--- src/hw/rtl/cbpg_pkg.sv ---
// Shared constants, types and the Bernstein weight function of the cubic Bezier point generator.
`timescale 1ns / 1ps

package cbpg_pkg;

  // Points per curve; a power of two, so the division by STEPS^3 is a right shift
  localparam int STEPS   = 64;
  localparam int K_W     = $clog2(STEPS);
  localparam int COORD_W = 16;
  localparam int SHIFT   = 3 * K_W;        // log2(STEPS^3)
  localparam int WGT_W   = SHIFT + 1;      // holds STEPS^3 itself at k = 0
  localparam int PROD_W  = COORD_W + WGT_W;
  localparam int PAIR_W  = PROD_W + 1;
  localparam int SUM_W   = PROD_W + 2;

  typedef logic [K_W-1:0]              step_t;
  typedef logic [COORD_W-1:0]          coord_t;
  typedef logic [WGT_W-1:0]            wgt_t;
  typedef logic [3:0][COORD_W-1:0]     quad_t;     // control points, index 0 = P0
  typedef logic [3:0][WGT_W-1:0]       weights_t;  // weights, index 0 goes with P0

  localparam step_t K_LAST = step_t'(STEPS - 1);

  // Valid and end-of-curve flag that travel down the pipeline with each point
  typedef struct packed {
    logic valid;
    logic last;
  } tag_t;

  // Integer Bernstein weights for t = k/STEPS, all scaled by STEPS^3
  function automatic weights_t bern_weights(step_t k);
    int unsigned kk;
    int unsigned u;
    weights_t    w;
    kk   = 32'(k);
    u    = 32'(STEPS) - kk;
    w[0] = wgt_t'(u * u * u);
    w[1] = wgt_t'(3 * kk * u * u);
    w[2] = wgt_t'(3 * kk * kk * u);
    w[3] = wgt_t'(kk * kk * kk);
    return w;
  endfunction

endpackage

--- src/hw/rtl/cbpg_axis.sv ---
// One coordinate axis: weighted products, adder tree and scaling, three register stages.
`timescale 1ns / 1ps

module cbpg_axis (
  input  logic                clk,
  input  logic                en,
  input  cbpg_pkg::quad_t     pts,
  input  cbpg_pkg::weights_t  wgt,
  output cbpg_pkg::coord_t    point_r
);

  logic [3:0][cbpg_pkg::PROD_W-1:0] prod_r;
  logic [3:0][cbpg_pkg::PROD_W-1:0] prod_nxt;
  logic [1:0][cbpg_pkg::PAIR_W-1:0] pair_r;
  logic [1:0][cbpg_pkg::PAIR_W-1:0] pair_nxt;
  logic [cbpg_pkg::SUM_W-1:0]       sum;
  cbpg_pkg::coord_t                 point_nxt;

  // Four 16 x 19 products
  always_comb begin
    for (int i = 0; i < 4; i++) begin
      prod_nxt[i] = cbpg_pkg::PROD_W'(pts[i]) * cbpg_pkg::PROD_W'(wgt[i]);
    end
  end

  // First adder level
  assign pair_nxt[0] = cbpg_pkg::PAIR_W'(prod_r[0]) + cbpg_pkg::PAIR_W'(prod_r[1]);
  assign pair_nxt[1] = cbpg_pkg::PAIR_W'(prod_r[2]) + cbpg_pkg::PAIR_W'(prod_r[3]);

  // Final add, then floor-divide by STEPS^3 (weights sum to STEPS^3, so it fits 16 bits)
  assign sum       = cbpg_pkg::SUM_W'(pair_r[0]) + cbpg_pkg::SUM_W'(pair_r[1]);
  assign point_nxt = sum[cbpg_pkg::SHIFT +: cbpg_pkg::COORD_W];

  // Data registers advance together with the stage valid bits in the top level
  always_ff @(posedge clk) begin
    if (en) begin
      prod_r  <= prod_nxt;
      pair_r  <= pair_nxt;
      point_r <= point_nxt;
    end
  end

endmodule

--- config.mk ---
export PLATFORM = sky130hd
export DESIGN_NAME = cbpg_axis
export DESIGN_NICKNAME = d
export VERILOG_FILES = /design/src/hw/rtl/cbpg_pkg.sv /design/src/hw/rtl/cbpg_axis.sv
export SDC_FILE = /design/constraint.sdc
export NUM_CORES = 2
export LEC_CHECK = 0
export BUFFER_PORTS_ARGS = -buffer_cell sky130_fd_sc_hd__buf_2
export CAP_MARGIN = 20
export CORE_UTILIZATION = 57
export DETAILED_ROUTE_END_ITERATION = 16
export PLACE_DENSITY = 0.83
export SYNTH_ARGS = -nofsm -noshare
export SYNTH_HDL_FRONTEND = slang
export SYNTH_SLANG_ARGS = --single-unit
--- constraint.sdc ---
create_clock -name clk -period 9.1 [get_ports clk]
set_input_delay 0 -clock clk [delete_from_list [all_inputs] [get_ports clk]]
set_output_delay 0 -clock clk [all_outputs]
set_load 0.05 [all_outputs]
Word level (Yosys, flattened, before mapping):

Index checks and enable logic that the tools add are counted.

* bits of input ports: 142
* output and inout port bits: 16
* flip-flop bits (word level): 220

* add/subtract/negate cells: 3
* $mul: 4

Operators by type and width (count)
* 16-bit by 19-bit multiplier with 34-bit output: 4
* 34-bit adder: 3

Logic depth before layout (Yosys ltp):

* depth in word-level cells: 1
* depth in mapped cells: 26

Worst setup path before layout:

Ideal clock, no wire load.

* path kind: input port to flip-flop
* start point: in pts[23] (netlist bit)
* end point: reg prod_r[67] (netlist bit) (data pin)
* data arrival time: 5.905 ns
* slack: 2.936 ns
* library setup time: 0.259 ns
* stages on the path: 24
* data required time: 8.841 ns
* cell sequence: clkbuf_1 -> clkbuf_1 -> nand2_1 -> fa_1 -> inv_1 -> fa_1 -> inv_1 -> fa_1 -> inv_1 -> fa_1 -> fa_1 -> inv_1 -> fa_1 -> inv_1 -> ha_1 -> and3_1 -> nand3_1 -> nor3_1 -> a211oi_1 -> or4b_1 -> a211o_1 -> nor3b_2 -> o21ai_0 -> o31a_1

RTL lines
* from (decl): RTL line cbpg_axis.sv:7 `input cbpg_pkg::quad_t pts,`
* to (signal assigned): RTL line cbpg_axis.sv:37 `prod_r <= prod_nxt;`
* to (decl): RTL line cbpg_axis.sv:12 `logic [3:0][cbpg_pkg::PROD_W-1:0] prod_r;`

==> impl_metrics.env <==
export IMPL_status="finished, final reports clean"
export IMPL_arrival_ps=6300
export IMPL_grt_pass1_wl_mm=193
export IMPL_hold_viol_final=0
export IMPL_overflow=0
export IMPL_synthesis_area_um2=49500
export IMPL_numCtsBuffers=21
export IMPL_setup_viol=0
export IMPL_start_util_pct=57.9
export IMPL_yosys_warnings=0
export IMPL_fmax_mhz=165
export IMPL_vias_per_cell=5.61
export IMPL_grt_total_usage_pct=27.1
export IMPL_multi_input_area_um2=38200
export IMPL_synthDistinctLibCells=81
export IMPL_worst_clock_skew_ps=12.1
export IMPL_yosysTopAreaCellShare_pct=38.1
export IMPL_grt_setup_unrepaired="false"
export IMPL_ctsHoldBuffers=0
export IMPL_endpoint_kind="register"
export IMPL_ant_nets=0
export IMPL_final_period_utilization_pct=66.4
export IMPL_yosysTopAreaCell="fa_1"
export IMPL_tns_ps=0
export IMPL_final_max_slew_viol_count=0
export IMPL_drt_iter0_drc=2030
export IMPL_seq_area_um2=6610
export IMPL_die_y_um=297
export IMPL_async_flop_share_pct=0
export IMPL_fp_coreArea_um2=85500
export IMPL_place_gp_congestion=0.902
export IMPL_clk_path_buf_depth=3
export IMPL_slew_headroom_pct=40.2
export IMPL_post_cts_buffers=0
export IMPL_path_max_fanout=19
export IMPL_path_clk_slew_ps=70
export IMPL_ys_ff_latch=220
export IMPL_fin_crit_ps=6040
export IMPL_gr_usage_met2_pct=49.3
export IMPL_io_buffers=157
export IMPL_die_area_um2=88100
export IMPL_die_width_um=297
export IMPL_syn_num_nets=6816
export IMPL_drv_cap=0
export IMPL_grt_antenna_before_repair=2
export IMPL_fillers=6945
export IMPL_critPathKind="in2reg"
export IMPL_dr_pass1_iters=6
export IMPL_use_met3_pct=2.87
export IMPL_diodes=0
export IMPL_cts_resized=0
export IMPL_htree_num_levels=1
export IMPL_tritoncts="done"
export IMPL_cts_sinks=220
export IMPL_cp_required_ps=9360
export IMPL_wl_per_cell_um=18.1
export IMPL_syn_area_per_cell_um2=9.48
export IMPL_grt_pass1_vias=39100
export IMPL_worst_pin_slew_ps=897
export IMPL_synthToLayoutAreaGrowth_pct=4.55
export IMPL_gr_usage_met1_pct=32.8
export IMPL_ys_flop_type="edfxtp_1"
export IMPL_synth_edff_count=220
export IMPL_cts_root_buf="clkbuf_16"
export IMPL_synthTopCellsByArea="fa_1 38%, edfxtp_1 13%, ha_1 13%, inv_1 8.1%, and2_1 6.9%"
export IMPL_num_vias=35700
export IMPL_worstHoldPathType="in2reg"
export IMPL_row_count=107
export IMPL_finalNetCount=6803
export IMPL_grt_max_degree=85
export IMPL_boundaryPins=158
export IMPL_netlist_instances=5222
export IMPL_wirelength_mm=115
export IMPL_seq_area_frac_synth_pct=13.3
export IMPL_cp_start_kind="input pin"
export IMPL_busiest_layer="met2"
export IMPL_drive_gt1_share_pct=4.43
export IMPL_worstSkewPairLatency_ps=510
export IMPL_dp_hpwl_mm=91.1
export IMPL_drc_errors=0
-- routing by layer --
layer	vias up	wire length, um	share of wire (%)
met5	-	8	0.0069
met4	2	4890	4.2
met3	362	6430	5.6
met2	1212	60600	53
met1	18100	43300	38
li1	16000	-	-
-- kinds of logic after synthesis --
| family | after synthesis | share of synthesized area [%] |
|---|---|---|
| AO/OA/AOI/OAI | 529 | 7.14 |
| AND/OR/NAND/NOR | 1552 | 15.3 |
| XOR/XNOR | 208 | 3.68 |
| flip-flops | 220 | 13.3 |
| buffers and inverters | 1261 | 9.57 |
| adder cells (fa/ha/maj) | 1452 | 51.0 |
-- worst paths after layout --
| check | from | depth (start not counted) | to | slack, ps |
|---|---|---|---|---|
| worst max-delay path | pts[17] | 22 | prod_r[65]$_DFFE_PP_ | 3060 |
| worst min-delay path | wgt[38] | 2 | prod_r[70]$_DFFE_PP_ | 50 |
| worst max register to register | prod_r[70]$_DFFE_PP_ | 13 | pair_r[68]$_DFFE_PP_ | 5420 |
| worst min register to register | prod_r[35]$_DFFE_PP_ | 1 | pair_r[0]$_DFFE_PP_ | 560 |
-- metrics by stage --
step / hold slack (ps) / util [%] / cells / cell area [um2] / setup WS [ps]
final: 53.8 / 60.5 / 6364 / 51800 / 3060
after global routing: 24.1 / 60.5 / 6364 / 51800 / 2700
after CTS: 21.2 / 60.5 / 6364 / 51800 / 3100
after detailed placement: 540 / 59.7 / 6330 / 51000 / 2560
after global placement: 539 / 59.7 / 6330 / 51000 / 2720
after floorplan: 112 / - / 5222 / 49500 / 2940
-- flip-flops by register name, indices dropped and copies added (netlist names) --
register  cells
prod_r      136
pair_r       68
point_r      16
-- cells in the mapped netlist, types with 9 or more instances --
library cell,count
ha_1,510
nand4_1,20
fa_1,942
a211oi_1,19
o21ai_0,77
nor2_1,99
and3_1,9
xnor2_1,149
nor2b_1,24
clkbuf_1,189
a31oi_1,13
nand3_1,32
edfxtp_1,220
xor2_1,59
o21a_1,28
o21bai_1,25
nand2_1,745
nand2b_1,26
nor3_1,14
inv_1,1066
and2_1,548
o211ai_1,10
a21o_1,88
a21oi_1,172
-- layout make-up --
class / count / share of cell area [%]
Multi-Input combinational cell: 3741 / 73.7
Clock buffer: 23 / 1.03
Sequential cell: 220 / 12.8
Tap cell: 1144 / 2.76
Clock inverter: 11 / 0.418
Timing Repair Buffer: 159 / 1.56
Inverter: 1066 / 7.73
-- cells in the final DEF, fill, tap and decap left out, drive strengths merged, types with 7 or more instances in the layout --
master  Yosys  layout
nor2b      24      24
and4        7       7
and3        9       9
a21oi     179     179
nand2b     26      26
a211oi     21      21
a21boi      7       7
nor2       99      99
a21o       88      88
o211ai     12      12
a31oi      15      15
a221oi      9       9
nand2     747     747
xnor2     149     149
a211o       7       7
xor2       59      59
and2      549     549
o21bai     26      26
edfxtp    220     220
nand4      20      20
ha        510     510
inv      1066    1066
fa        942     942
buf         6     158
o21ai      87      87
nor3       14      14
clkbuf    189      24
o21a       28      28
nand3      33      33
-- worst max-delay path, cell delays in order --
cell	delay (ps)
buf_2	360
nand2_1	170
fa_1	530
fa_1	570
fa_1	450
fa_1	550
inv_1	50
fa_1	470
inv_1	50
fa_1	500
inv_1	50
ha_1	330
a21o_1	210
a21o_1	170
a21oi_1	220
a21oi_1	130
a211oi_1	450
nor3_1	150
a21boi_0	390
o221ai_1	200
a21oi_1	210
xnor2_1	80
Power is left out: the tool's default activity adds up to more than one toggle a clock period on the data nets, which glitch-free logic cannot reach.
